`config.mk`:
```
export PLATFORM = sky130hd
export DESIGN_NAME = bpiou_div
export DESIGN_NICKNAME = d
export VERILOG_FILES = /design/src/rtl/bpiou_pkg.sv /design/src/rtl/bpiou_div.sv
export SDC_FILE = /design/constraint.sdc
export NUM_CORES = 2
export LEC_CHECK = 0
export BUFFER_PORTS_ARGS = -buffer_cell sky130_fd_sc_hd__buf_2
export CAP_MARGIN = 20
export CELL_PAD_IN_SITES_DETAIL_PLACEMENT = 0
export CELL_PAD_IN_SITES_GLOBAL_PLACEMENT = 2
export CORE_MARGIN = 1.5
export CORE_UTILIZATION = 47
export DETAILED_ROUTE_END_ITERATION = 12
export PLACE_DENSITY_LB_ADDON = 0.1
export SLEW_MARGIN = 5
export SYNTH_ARGS = -nofsm -noshare
export SYNTH_HDL_FRONTEND = slang
export SYNTH_SLANG_ARGS = --single-unit
```
`constraint.sdc`:
```
create_clock -name clk -period 8.93 [get_ports clk]
set_input_delay 0.893 -clock clk [delete_from_list [all_inputs] [get_ports clk]]
set_output_delay 0.893 -clock clk [all_outputs]
set_load 0.05 [all_outputs]
```
`src/rtl/bpiou_pkg.sv`:
```
package bpiou_pkg;

    localparam int COORD_BITS      = 16;
    localparam int RATIO_FRAC_BITS = 16;

    localparam int EPS_W   = 16;
    localparam int DIFF_W  = COORD_BITS + 1;
    localparam int INTER_W = 2 * COORD_BITS;
    localparam int AREA_W  = 2 * DIFF_W;
    localparam int UNI_W   = AREA_W + 2;
    localparam int DEN_W   = UNI_W - 1;
    localparam int RATIO_W = RATIO_FRAC_BITS + 1;

    localparam int IN_DATA_W  = ((8 * COORD_BITS + 7) / 8) * 8;
    localparam int OUT_DATA_W = ((RATIO_W + 7) / 8) * 8;

    localparam logic [EPS_W-1:0] EPS_RESET = EPS_W'(1);

    typedef logic signed [COORD_BITS-1:0] coord_t;

    // last field (a_left) in the lowest bits
    typedef struct packed {
        coord_t b_bottom;
        coord_t b_right;
        coord_t b_top;
        coord_t b_left;
        coord_t a_bottom;
        coord_t a_right;
        coord_t a_top;
        coord_t a_left;
    } box_pair_t;

    // request handed from the geometry stages to the divider
    typedef struct packed {
        logic             degen;
        logic             sat;
        logic [DEN_W-1:0] num;
        logic [DEN_W-1:0] den;
    } div_req_t;

endpackage

```
`src/rtl/bpiou_div.sv`:
```
module bpiou_div
    import bpiou_pkg::*;
(
    input  logic               clk,
    input  logic               rst_n,
    input  logic               en,
    input  logic               in_valid,
    input  div_req_t           in_req,
    output logic               out_valid,
    output logic [RATIO_W-1:0] out_ratio,
    output logic               out_degen
);

    localparam int STAGES = RATIO_FRAC_BITS;

    // one quotient bit per stage
    logic [STAGES-1:0]          v_reg, v_next;
    logic [DEN_W-1:0]           r_reg   [STAGES];
    logic [DEN_W-1:0]           r_next  [STAGES];
    logic [DEN_W-1:0]           d_reg   [STAGES];
    logic [DEN_W-1:0]           d_next  [STAGES];
    logic [STAGES-1:0]          q_reg   [STAGES];
    logic [STAGES-1:0]          q_next  [STAGES];
    logic [STAGES-1:0]          sat_reg, sat_next, dg_reg, dg_next;

    logic                       ov_reg, ov_next;
    logic [RATIO_W-1:0]         ratio_reg, ratio_next;
    logic                       degen_reg, degen_next;

    logic [DEN_W-1:0]           r_src   [STAGES];
    logic [DEN_W-1:0]           d_src   [STAGES];
    logic [STAGES-1:0]          q_src   [STAGES];
    logic [DEN_W:0]             r_dbl   [STAGES];

    always_comb
    begin
        for (int k = 0; k < STAGES; k++)
        begin
            if (k == 0)
            begin
                r_src[k]    = in_req.num;
                d_src[k]    = in_req.den;
                q_src[k]    = '0;
                v_next[k]   = in_valid;
                sat_next[k] = in_req.sat;
                dg_next[k]  = in_req.degen;
            end
            else
            begin
                r_src[k]    = r_reg[k-1];
                d_src[k]    = d_reg[k-1];
                q_src[k]    = q_reg[k-1];
                v_next[k]   = v_reg[k-1];
                sat_next[k] = sat_reg[k-1];
                dg_next[k]  = dg_reg[k-1];
            end
            r_dbl[k]  = {r_src[k], 1'b0};
            d_next[k] = d_src[k];
            if (r_dbl[k] >= {1'b0, d_src[k]})
            begin
                r_next[k] = DEN_W'(r_dbl[k] - {1'b0, d_src[k]});
                q_next[k] = {q_src[k][STAGES-2:0], 1'b1};
            end
            else
            begin
                r_next[k] = r_dbl[k][DEN_W-1:0];
                q_next[k] = {q_src[k][STAGES-2:0], 1'b0};
            end
        end

        ov_next    = v_reg[STAGES-1];
        degen_next = dg_reg[STAGES-1];
        if (dg_reg[STAGES-1])
        begin
            ratio_next = '0;
        end
        else if (sat_reg[STAGES-1])
        begin
            ratio_next = RATIO_W'(1) << RATIO_FRAC_BITS;
        end
        else
        begin
            ratio_next = {1'b0, q_reg[STAGES-1]};
        end
    end

    always_ff @(posedge clk or negedge rst_n)
    begin
        if (!rst_n)
        begin
            v_reg  <= '0;
            ov_reg <= 1'b0;
        end
        else if (en)
        begin
            v_reg  <= v_next;
            ov_reg <= ov_next;
        end
    end

    always_ff @(posedge clk)
    begin
        if (en)
        begin
            for (int k = 0; k < STAGES; k++)
            begin
                r_reg[k] <= r_next[k];
                d_reg[k] <= d_next[k];
                q_reg[k] <= q_next[k];
            end
            sat_reg   <= sat_next;
            dg_reg    <= dg_next;
            ratio_reg <= ratio_next;
            degen_reg <= degen_next;
        end
    end

    assign out_valid = ov_reg;
    assign out_ratio = ratio_reg;
    assign out_degen = degen_reg;

endmodule

```
# After elaboration in Yosys (flattened, before gate mapping)

Memories as Yosys holds them, arrays and structs flattened.
Cells that the tools add are included.

Register bits: 67
Memories kept: 3
RAM bits: 1376
Word-level logic and storage cells: 78
Output and inout port bits: 19

Multiplexer cells: 35
Order comparisons: 16
$add $sub $neg: 16
Reductions and logical operators: 1

Memory list:

| name  | depth | width | read ports | clocked after memory_dff | wr ports | RTL line        | source |
|---|---|---|---|---|---|---|---|
| d_reg | 16    | 35    | 15         | 0                        | 16       | bpiou_div.sv:20 | `logic [DEN_W-1:0] d_reg [STAGES];` |
| r_reg | 16    | 35    | 15         | 0                        | 16       | bpiou_div.sv:18 | `logic [DEN_W-1:0] r_reg [STAGES];` |
| q_reg | 16    | 16    | 16         | 0                        | 16       | bpiou_div.sv:22 | `logic [STAGES-1:0] q_reg [STAGES];` |

Operators by type and width:

| operator                                                       | count |
|---|---|
| 36-bit by 35-bit greater-or-equal comparator with 1-bit output | 16 |
| 35-bit two-way mux                                             | 16 |
| 35-bit subtractor                                              | 16 |
| 1-bit two-way mux                                              | 18 |
| 17-bit two-way mux                                             | 1 |
| 2-bit OR reduction                                             | 1 |

# Depth between registers and ports, before layout

An unclocked memory read counts as a cell.

Depth in word-level cells: 3
Gate-level depth with buffers: 15
Gate-level depth less buffers: 13

# Worst setup path after synthesis

OpenSTA, ideal clock, no wires.

Path type: input port to flip-flop
From: in in_req[0] in the netlist's numbering
To: mem r_reg[0][11] in the netlist's numbering (data pin)
Stages on the path: 12
Data arrival time: 3.299 ns
Setup time: 0.260 ns
Slack: 5.371 ns
Cell sequence: inv_1 fa_1 a21o_1 a21oi_1 o21ai_1 a21oi_1 a21oi_1 o31ai_1 a211oi_1 nor2_2 inv_1 mux2_2

RTL lines:

| what               | RTL line        | source |
|---|---|---|
| start: declaration | bpiou_div.sv:8  | `input div_req_t in_req,` |
| end: declaration   | bpiou_div.sv:18 |  |

==> results by group <==
Route
  • Number of detailed-route iterations in the first pass: 5
  • Via count: 48912
  • Antenna-violating nets left: 0
  • Routed length per instance: 17.9 um
  • Drc violations: 0
  • Vias per std cell: 5.40
  • Wirelength, routed: 163000 um
  • DRT iter0 DRCs: 2177

Floorplan
  • Count of standard-cell rows: 144
  • Io pins: 95
  • Total Die Area: 158000 um2
  • Die Height: 398 um
  • Starting density of the core: 0.474
  • Horiz. Die Dim: 398 um
  • Area of the core region: 154000 um2

Final layout
  • Proportion of layout cells with a drive suffix above 1: 0.0769
  • Total area of multi-input combinational cells: 32300 um2
  • Final standard cell count with taps included and fillers excluded: 9061
  • Area taken by flip-flops and latches: 37500 um2
  • Number of inserted filler cells in the final layout: 13700
  • Net total in the final layout: 7544
  • Post-Route Utilization: 0.522
  • Area growth from synthesis to final layout: 10.1%

Setup path
  • Type of element capturing the critical path: register
  • Biggest fanout along the worst timing path: 48
  • Sort of element at the start of the critical path: register
  • WP data required: 9440 ps
  • Critical Path AT: 5180 ps
  • Type of the setup path with the least slack: register to register

STA
  • TNS Setup: 0 ps
  • Count of final hold-check violations: 0
  • Shortest period the worst path allows: 4660 ps
  • Slew Limit Headroom: 0.226
  • Slew at the pin with the worst max-slew slack: 1150 ps
  • Max-slew violation total from the final report: 0
  • Fmax: 0.214 GHz
  • Post-route fraction of the period consumed by the critical path: 0.522
  • Unrepaired setup endpoints after global routing: false
  • Worst clock skew on the final layout: 25.5 ps
  • # setup viols final: 0

Worst hold path
  • Path category of the worst min-delay check: input pin to register

Synthesis
  • Count of synthesis-stage warnings from yosys: 0
  • Mean instance size in the synthesized netlist: 10.8 um2
  • Post-synthesis sequential area ratio: 0.513
  • Synthesized flop and latch total: 1253
  • Area contributors post-synth: edfxtp_1 (51%), ha_1 (9.6%), o21ai_0 (3.7%), inv_1 (3.6%), a21oi_1 (3.6%)
  • Syn Std Cell Area: 73200 um2
  • Post-synth ARST share: 0.0136
  • Post-Synthesis Net Count: 7458
  • Leading register cell type out of synthesis: edfxtp_1
  • Cell with the most instances after synthesis: edfxtp_1
  • Count of mapped cells out of synthesis: 6808
  • Number of enable-type register cells in the synthesized netlist: 1236
  • Area share of the leading cell type in the synthesized netlist: 0.507
  • Number of library cell types mapped by synthesis: 104
  • Top cells by count, synth: edfxtp_1 (1236), inv_1 (705), nand2_1 (599)
  • Largest area contributor in the netlist: edfxtp_1

Global route
  • Congestion Overflow GR: 0
  • Largest net degree at the start of global routing: 158
  • Initial antenna violation count: 1
  • Global-route usage over all layers: 0.204
  • Vias in the first global route: 50968
  • Global-route wire length before repair: 256000 um

Placed design
  • Count of buffers from port buffering: 94
  • Routability-driven placement congestion ratio: 0.921
  • Inst Count DP: 8783
  • Post-DP HPWL: 127000 um

Clocking
  • Number of buffers on the longest clock path: 3
  • Post-CTS resize count: 0
  • Number of H-tree levels: 4
  • Clock latency on the worst-skew pair: 770 ps
  • Clock tree from TritonCTS: done
  • Clk Tree Root Cell: clkbuf_16
  • Cts bufs inserted: 150
  • Num Clock Sinks: 1253
  • Clock slew at reported path FFs: 60 ps

Outcome
  • Run status: finished, final reports clean

Power and ir drop
  • Power density normalized to cell area: 354 nW/um2
  • Leak pwr: 0.0336 uW
  • Worst IR drop on VDD: 0.220 mV

Run
  • # Max-Cap Violations: 0
[cell families (layout without fill, tap and decap cells)]
family,after synthesis,count (layout),share of synthesized area
xor gates and xnor gates,445,445,0.0532
muxes,115,115,0.0176
DFF,1253,1253,0.513
adders and majority gates,574,574,0.0996
and+or+nand+nor,1563,1563,0.102
buffers and inverters,909,1113,0.0480
AOI/OAI and AO/OA,1949,1949,0.167
other,0,5,0
[metal layers]
layer | track usage | part of all wire | vias up
met5 | 0 | 0 | -
met1 | 0.184 | 0.35 | 22687
met2 | 0.416 | 0.56 | 757
met4 | 0.134 | 0.069 | 0
met3 | 0.0279 | 0.024 | 449
li1 | - | - | 25019
[metrics by stage]
stage / setup WS (ps) / area [um2] / total power [uW] / hold WS, ps
after floorplan: 5370 / 73200 / 19600 / 400
after global placement: 3560 / 75800 / 22800 / 401
after detailed placement: 3550 / 75800 / 22900 / 405
after CTS: 4140 / 80600 / 28800 / 217
after global routing: 4050 / 80600 / 30700 / 234
final: 4270 / 80600 / 28600 / 298
[layout make-up]
class / count / area share
tap: 2044 / 0.0317
clock buffer: 183 / 0.0487
sequential: 1253 / 0.466
antenna: 5 / 0.000155
multi-input combinational: 4646 / 0.400
timing repair buffer: 136 / 0.0110
inverter: 707 / 0.0329
clock inverter: 87 / 0.00971
[report_power, final]
group / internal, uW / switching (uW)
Combinational: 5490 / 7740
Clock: 3380 / 2400
Sequential: 8790 / 762
Total: 17700 / 10900
[worst max-delay path, cell delays in order (launching register included)]
cell and delay [ps]:
edfxtp_1 370, inv_1 100, fa_1 460, a21o_1 190
a21oi_1 240, o21ai_0 180, a221o_1 440, a21o_1 300
o2bb2ai_1 260, o21ai_4 590, buf_4 510, inv_1 400
o2111ai_1 230, nand3_1 90
[layout by cell type (no fill, tap or decap), types with 35 or more instances in the layout]
master and count:
a211oi_1 40, a21o_1 346, a21oi_1 521, a31oi_1 63, and2_1 35, and3_1 51
buf_2 93, buf_4 35, clkbuf_16 152, edfxtp_1 1236, ha_1 559, inv_1 705
mux2_2 110, nand2_1 599, nand2b_1 68, nand3_1 111, nand4_1 112, nor2_1 330
nor2b_1 55, nor3_1 58, o21a_1 51, o21ai_0 544, o21bai_1 82, xnor2_1 259
xor2_1 186
[what timing repair did]
item / CTS / global route
endpoints found under the hold margin: 17 / 0
buffers inserted: 0 / 0
hold buffers: 1 / 0
[path summary, 6_finish.rpt]
check / start / endpoint / slack [ps] / cells after the start
worst max-delay path: d_reg[0][70] / r_reg[0][132] / 4270 / 13
worst min-delay path: in_req[71] / dg_reg[0] / 300 / 1
worst max register to register: d_reg[0][70] / r_reg[0][132] / 4270 / 13
worst min register to register: sat_reg[5] / sat_reg[6] / 410 / 0
max in group asynchronous: rst_n / v_reg[7] / 8040 / 2
min in group asynchronous: rst_n / v_reg[11] / 590 / 2
(Power assumes the default switching activity.)
