<file path="src/rtl/bpiou_pkg.sv">
package bpiou_pkg;

    localparam int COORD_BITS      = 16;
    localparam int RATIO_FRAC_BITS = 16;

    localparam int EPS_W   = 16;
    localparam int DIFF_W  = COORD_BITS + 1;
    localparam int INTER_W = 2 * COORD_BITS;
    localparam int AREA_W  = 2 * DIFF_W;
    localparam int UNI_W   = AREA_W + 2;
    localparam int DEN_W   = UNI_W - 1;
    localparam int RATIO_W = RATIO_FRAC_BITS + 1;

    localparam int IN_DATA_W  = ((8 * COORD_BITS + 7) / 8) * 8;
    localparam int OUT_DATA_W = ((RATIO_W + 7) / 8) * 8;

    localparam logic [EPS_W-1:0] EPS_RESET = EPS_W'(1);

    typedef logic signed [COORD_BITS-1:0] coord_t;

    // last field (a_left) in the lowest bits
    typedef struct packed {
        coord_t b_bottom;
        coord_t b_right;
        coord_t b_top;
        coord_t b_left;
        coord_t a_bottom;
        coord_t a_right;
        coord_t a_top;
        coord_t a_left;
    } box_pair_t;

    // request handed from the geometry stages to the divider
    typedef struct packed {
        logic             degen;
        logic             sat;
        logic [DEN_W-1:0] num;
        logic [DEN_W-1:0] den;
    } div_req_t;

endpackage

</file>
<file path="src/rtl/bpiou_geom.sv">
module bpiou_geom
    import bpiou_pkg::*;
(
    input  logic             clk,
    input  logic             rst_n,
    input  logic             en,
    input  logic             in_valid,
    input  box_pair_t        in_box,
    input  logic [EPS_W-1:0] epsilon,
    output logic             out_valid,
    output div_req_t         out_req
);

    logic [3:0] valid_reg;
    logic [3:0] valid_next;

    // stage 1: overlap extents and box sides
    logic        [COORD_BITS-1:0] iw_reg, ih_reg, iw_next, ih_next;
    logic signed [DIFF_W-1:0]     wa_reg, ha_reg, wb_reg, hb_reg;
    logic signed [DIFF_W-1:0]     wa_next, ha_next, wb_next, hb_next;
    // stage 2: areas
    logic        [INTER_W-1:0]    inter2_reg, inter2_next;
    logic signed [AREA_W-1:0]     area_a_reg, area_b_reg, area_a_next, area_b_next;
    // stage 3: union
    logic        [INTER_W-1:0]    inter3_reg;
    logic signed [UNI_W-1:0]      uni_reg, uni_next;
    // stage 4: flags
    div_req_t                     req_reg, req_next;

    coord_t                   x_lo, x_hi, y_lo, y_hi;
    logic signed [DIFF_W-1:0] ow, oh;

    always_comb
    begin
        x_lo = (in_box.a_right  < in_box.b_right)  ? in_box.a_right  : in_box.b_right;
        x_hi = (in_box.a_left   > in_box.b_left)   ? in_box.a_left   : in_box.b_left;
        y_lo = (in_box.a_bottom < in_box.b_bottom) ? in_box.a_bottom : in_box.b_bottom;
        y_hi = (in_box.a_top    > in_box.b_top)    ? in_box.a_top    : in_box.b_top;
        ow   = DIFF_W'(x_lo) - DIFF_W'(x_hi);
        oh   = DIFF_W'(y_lo) - DIFF_W'(y_hi);
        iw_next = ow[DIFF_W-1] ? '0 : ow[COORD_BITS-1:0];
        ih_next = oh[DIFF_W-1] ? '0 : oh[COORD_BITS-1:0];
        wa_next = DIFF_W'(in_box.a_right)  - DIFF_W'(in_box.a_left);
        ha_next = DIFF_W'(in_box.a_bottom) - DIFF_W'(in_box.a_top);
        wb_next = DIFF_W'(in_box.b_right)  - DIFF_W'(in_box.b_left);
        hb_next = DIFF_W'(in_box.b_bottom) - DIFF_W'(in_box.b_top);

        inter2_next = iw_reg * ih_reg;
        area_a_next = wa_reg * ha_reg;
        area_b_next = wb_reg * hb_reg;

        uni_next = UNI_W'(area_a_reg) + UNI_W'(area_b_reg)
                 - UNI_W'($signed({1'b0, inter2_reg}))
                 + UNI_W'($signed({1'b0, epsilon}));

        // union not positive: sign bit set or all zero
        req_next.degen = uni_reg[UNI_W-1] || (uni_reg == '0);
        req_next.num   = DEN_W'(inter3_reg);
        req_next.den   = uni_reg[DEN_W-1:0];
        req_next.sat   = (DEN_W'(inter3_reg) >= uni_reg[DEN_W-1:0]);

        valid_next = {valid_reg[2:0], in_valid};
    end

    always_ff @(posedge clk or negedge rst_n)
    begin
        if (!rst_n)
        begin
            valid_reg <= '0;
        end
        else if (en)
        begin
            valid_reg <= valid_next;
        end
    end

    always_ff @(posedge clk)
    begin
        if (en)
        begin
            iw_reg     <= iw_next;
            ih_reg     <= ih_next;
            wa_reg     <= wa_next;
            ha_reg     <= ha_next;
            wb_reg     <= wb_next;
            hb_reg     <= hb_next;
            inter2_reg <= inter2_next;
            area_a_reg <= area_a_next;
            area_b_reg <= area_b_next;
            inter3_reg <= inter2_reg;
            uni_reg    <= uni_next;
            req_reg    <= req_next;
        end
    end

    assign out_valid = valid_reg[3];
    assign out_req   = req_reg;

endmodule

</file>
<file path="config.mk">
export PLATFORM = sky130hd
export DESIGN_NAME = bpiou_geom
export DESIGN_NICKNAME = d
export VERILOG_FILES = /design/src/rtl/bpiou_pkg.sv /design/src/rtl/bpiou_geom.sv
export SDC_FILE = /design/constraint.sdc
export NUM_CORES = 2
export LEC_CHECK = 0
export ABC_AREA = 1
export BUFFER_PORTS_ARGS = -buffer_cell sky130_fd_sc_hd__buf_2
export CAP_MARGIN = 20
export CELL_PAD_IN_SITES_DETAIL_PLACEMENT = 0
export CELL_PAD_IN_SITES_GLOBAL_PLACEMENT = 2
export CORE_UTILIZATION = 36
export CTS_CLUSTER_DIAMETER = 150
export DETAILED_ROUTE_END_ITERATION = 10
export GPL_TIMING_DRIVEN = 0
export PLACE_DENSITY = 0.8
export SETUP_SLACK_MARGIN = 0.15
export SYNTH_ARGS = -nofsm -noshare
export SYNTH_HDL_FRONTEND = slang
export SYNTH_SLANG_ARGS = --single-unit
</file>
<file path="constraint.sdc">
create_clock -name clk -period 5.33 [get_ports clk]
set_input_delay 1.599 -clock clk [delete_from_list [all_inputs] [get_ports clk]]
set_output_delay 1.599 -clock clk [all_outputs]
set_load 0.03 [all_outputs]
</file>
Yosys cells after proc, flatten, opt, wreduce, memory -nomap -nowiden
Cells that the tools add are included.

storage, ports and cells
  register bits = 341
  input port bits = 148

operators by class
  $add $sub $neg = 9
  muxes and demuxes = 4
  $lt $le $gt $ge = 5
  reductions and logical operators = 2
  multiply operators = 3

operators by type and width
  operator                        count
  subtractor 16 x 16 -> 17 bit    6
  multiplier 17 x 17 -> 34 bit    2
  two-way mux 16 bit              4
  adder 36 x 17 -> 36 bit         1
  zero test 36 bit                1
  subtractor 35 x 33 -> 36 bit    1
  adder 34 x 34 -> 35 bit         1
  >= comparator 32 x 35 -> 1 bit  1
  > comparator 16 bit             2
  < comparator 16 bit             2
  multiplier 16 x 16 -> 32 bit    1
  logical OR 1 bit                1

Logic depth before layout (Yosys ltp)
  depth in word-level cells = 3
  depth in mapped cells = 29
  gate-level depth less buffers = 27

Worst setup path before layout
OpenSTA, ideal clock, no wires.

  path type = register -> register
  start = reg wa_reg[16]
  end = reg area_a_reg[33] (data pin)
  cell stages (with the launch flop) = 21
  path buffers = 2
  setup slack = -449 ps
  required time = 5078 ps
  setup time = 252 ps
  arrival = 5527 ps
  cells stage by stage = edfxtp_1 > clkbuf_1 > clkbuf_1 > nand2_1 > inv_1 > fa_1 > fa_1 > fa_1 > inv_1 > fa_1 > fa_1 > fa_1 > inv_1 > ha_1 > inv_1 > nor3_1 > nand2_1 > nor3_1 > a21oi_1 > nand2_1 > nand2_1

on the way
  longest elaborated chain between the ends = 1

ends and longest elaborated chain
  item                          line              source
  from (decl)                   bpiou_geom.sv:19  logic signed [DIFF_W-1:0] wa_reg, ha_reg, wb_reg, hb_reg;
  from (signal assigned)        bpiou_geom.sv:83  wa_reg <= wa_next;
  multiplier 17 x 17 -> 34 bit  bpiou_geom.sv:49  area_a_next = wa_reg * ha_reg;
  net area_a_next[33]           bpiou_geom.sv:23  logic signed [AREA_W-1:0] area_a_reg, area_b_reg, area_a_next, area_b_next;
  to (signal assigned)          bpiou_geom.sv:88  area_a_reg <= area_a_next;
  to (decl)                     bpiou_geom.sv:23

The timed path passes the listed nets, and every way through them passes these cells.
A chain may end at the register's enable or synchronous reset.

Final worst setup path
  start = reg wb_reg[16]
  end = reg area_b_reg[32] (data pin)

on the way
  longest elaborated chain between the ends = 1

ends and longest elaborated chain
  item                          line              source
  from (decl)                   bpiou_geom.sv:19
  from (signal assigned)        bpiou_geom.sv:85  wb_reg <= wb_next;
  multiplier 17 x 17 -> 34 bit  bpiou_geom.sv:50  area_b_next = wb_reg * hb_reg;
  net area_b_next[32]           bpiou_geom.sv:23
  to (signal assigned)          bpiou_geom.sv:89  area_b_reg <= area_b_next;
  to (decl)                     bpiou_geom.sv:23

The timed path passes the listed nets, and every way through them passes these cells.

==> results.md <==
- Status: finished, violations left
- Failing checks: setup timing
- Post-synth top cells: inv_1 (1,772), nand2_1 (1,685), fa_1 (840)
- Tmin final: roughly 5600 ps
- HP Start: uni_reg[14]
- Hold path depth: 0
- #FFs+latches synth: about 340
- Reg-to-reg endpoint: area_b_reg[32]
- CTS Hold Bufs: 0
- IO Pins: about 220
- RSZ-0062 raised after global routing: true
- Final Hold Fails: 0
- CTS buffer count: between 40 and 50
- Seq/Total Area, Yosys: 0.186
- Max Cap Viol: 0
- Ratio of cells with drive above 1 in the final layout: 0.217
- H-tree levels: 2
- Port bufs: about 220
- Clock Skew: between 20 and 25 ps
- Worst R2R Path Depth: 22
- Post-DRT Antenna Nets: 0
- Achievable Freq: ~180 MHz
- Top-area cell type share of the netlist area: 0.306
- Yosys warnings: 0
- Dpl ws: -1640 ps
- Placer congestion estimate: 0.945
- Critical Path RT: around 5700 ps
- Worst r2r src: wb_reg[16]
- DR WL met2: ~85 mm
- Critical path peak fanout: 6
- CTS root buf: clkbuf_16
- Final TNS setup: -9580 ps
- Cell count after synthesis: 6,748
- Gr usage total: 0.249
- Met3 WL: 11.1 mm
- Post-synth EDFFs: approximately 340
- Initial DRC count: roughly 3,000
- Fillers: 14,946
- Total core area: between 0.15 and 0.2 mm^2
- Number of global-route vias before repair: about 46,000
- Clk buf depth: 3
- Final setup margin: -305 ps
- Die Y: just under 400 um
- Crit end category: flop
- Die width: around 390 um
- R2r setup slk: -310 ps
- Grt ovf: 0
- Hpwl dp: around 160 mm
- Worst setup SP type: flop
- Worst skew pair latency: slightly above 600 ps
- Initial antenna violation count: 4
- Fin crit share: 1.06
- Vias after detailed routing: 44,690
- Measured slew at the worst slew-check pin: between 900 and 1000 ps
- Yosys top cell by area: fa_1
- CTS tree: done
- Top-count cell post-synth: inv_1
- Clk sinks: roughly 340
- Arrival time at the worst endpoint: ~6000 ps
- First-pass GRT wire length: around 290 mm
- Synth cell types: 47
- Rel. slew slack: 0.359
- Slew Viols, Final: 0
- Std cell rows: ~140
- Wirelength, routed: about 190 mm
- Synth Cell Area: 0.0549 mm^2
- Primary FF master, synth: edfxtp_1
- Clock transition at the registers of the reported paths: ~60 ps
- Layout area overhead: 25.1%
- Wire length per cell: approximately 20 um
- Die area: between 0.15 and 0.2 mm^2
- Largest net degree at the start of global routing: between 100 and 150
- Crit Path Class: reg2reg
- DRT Pass-1 Iters: 8
- Nets: between 8,000 and 9,000
- Ys async rst share: 0.0117
- Max reg flops: about 70
- Via density: between 4 and 5
- Setup Viol. Count Final: 53
- Post-route DRC: 0
- Hold/Removal Path Class: reg2reg
- Synth area leaders: fa_1 (31%), edfxtp_1 (18%), inv_1 (12%), ha_1 (12%), nand2_1 (12%)
- WL met1: 87.0 mm
- Starting Density: 0.364
- Worst-case hold path end point: out_req[14]
- DR top layer: met4
- Syn_area_per_cell: 8.14 um^2
## layout by cell type, fill, tap and decap left out, types with 51 or more instances in the layout
master and instances:
inv_1 1605, ha_4 64, fa_2 92, inv_2 155
clkbuf_16 95, edfxtp_1 337, xor2_1 100, nand2_4 63
nor2_1 212, ha_1 450, nand2_2 115, nor2_4 51
nand2_1 1513, buf_2 224, o21ai_0 90, a21oi_1 208
buf_6 54, nand3_1 209, buf_4 206, nand4_1 60
fa_1 748, clkbuf_8 75
## cell type report
type / instances / area (um^2) / area share
Timing Repair Buffer: 490 / 3640 / 0.0531
Buffer: 215 / 3220 / 0.0469
Sequential cell: 341 / 10200 / 0.149
Multi-Input combinational cell: 4421 / 41000 / 0.597
Tap cell: 2016 / 2520 / 0.0367
Antenna cell: 1 / 2.50 / 0.0000364
Inverter: 1773 / 6690 / 0.0974
Clock inverter: 27 / 352 / 0.00512
Clock buffer: 46 / 1040 / 0.0152
## how the worst max path moves through the flow
stage,from,end,slack [ps],cells after the start
global route,wb_reg[16],area_b_reg[32],-510,22
floorplan,wa_reg[16],area_a_reg[33],40,20
global placement,en,valid_reg[1],-2480,2
detailed placement,hb_reg[15],area_b_reg[33],-1640,21
finish,wb_reg[16],area_b_reg[32],-310,22
CTS,wa_reg[16],area_a_reg[33],-360,20
## routing by layer
layer / track usage / up-vias
met5: 0 / -
li1: - / 21324
met1: 0.345 / 21773
met4: 0.0852 / 0
met3: 0.0365 / 259
met2: 0.397 / 1334
## worst max-delay path, cell delays in order, from the launching register on
cell       delay (ps)
edfxtp_1          400
buf_8             170
clkbuf_16         170
nand2_4            50
inv_2              30
fa_2              640
fa_2              510
buf_6             150
fa_2              520
fa_1              430
fa_1              560
inv_2              40
fa_2              560
inv_2              50
ha_4              290
a21oi_4           200
o21ai_2            90
nand2_1            90
nand3_2           100
nor2_4            140
nand2_1            50
nand2_1            70
nand2_2            70
## metrics by stage
stage	area (um^2)	utilization	hold slack [ps]	cells
5_1_grt	68700	0.456	474	9330
2_1_floorplan	55400	-	426	6750
3_5_place_dp	59100	0.392	447	8985
6_report	68700	0.456	458	9330
3_3_place_gp	59000	0.392	436	8983
4_1_cts	66600	0.442	461	9251
## logic make-up (layout without fill, tap and decap cells)
group,after synthesis,after routing,share of synthesized area
AO/OA/AOI/OAI,501,501,0.0492
XOR/XNOR,160,160,0.0255
flip-flops,341,341,0.186
other,1,4,0.0000683
adder cells (fa/ha/maj),1360,1360,0.425
AND/OR/NAND/NOR,2395,2395,0.177
multiplexers,2,2,0.000410
buffers and inverters,1988,2551,0.137
## what timing repair did
| action | 4_1_cts | 5_1_grt |
|---|---|---|
| endpoints found under the hold margin | 0 | 0 |
| resized for setup | 1134 | 452 |
| cloned | 7 | 3 |
| setup buffers | 186 | 75 |
| pin swaps | 378 | 310 |
| endpoints found under the setup margin | 74 | 73 |
Power is not shown: default switching activity piles up to over one toggle a cycle in this logic, so the estimate is an artifact.
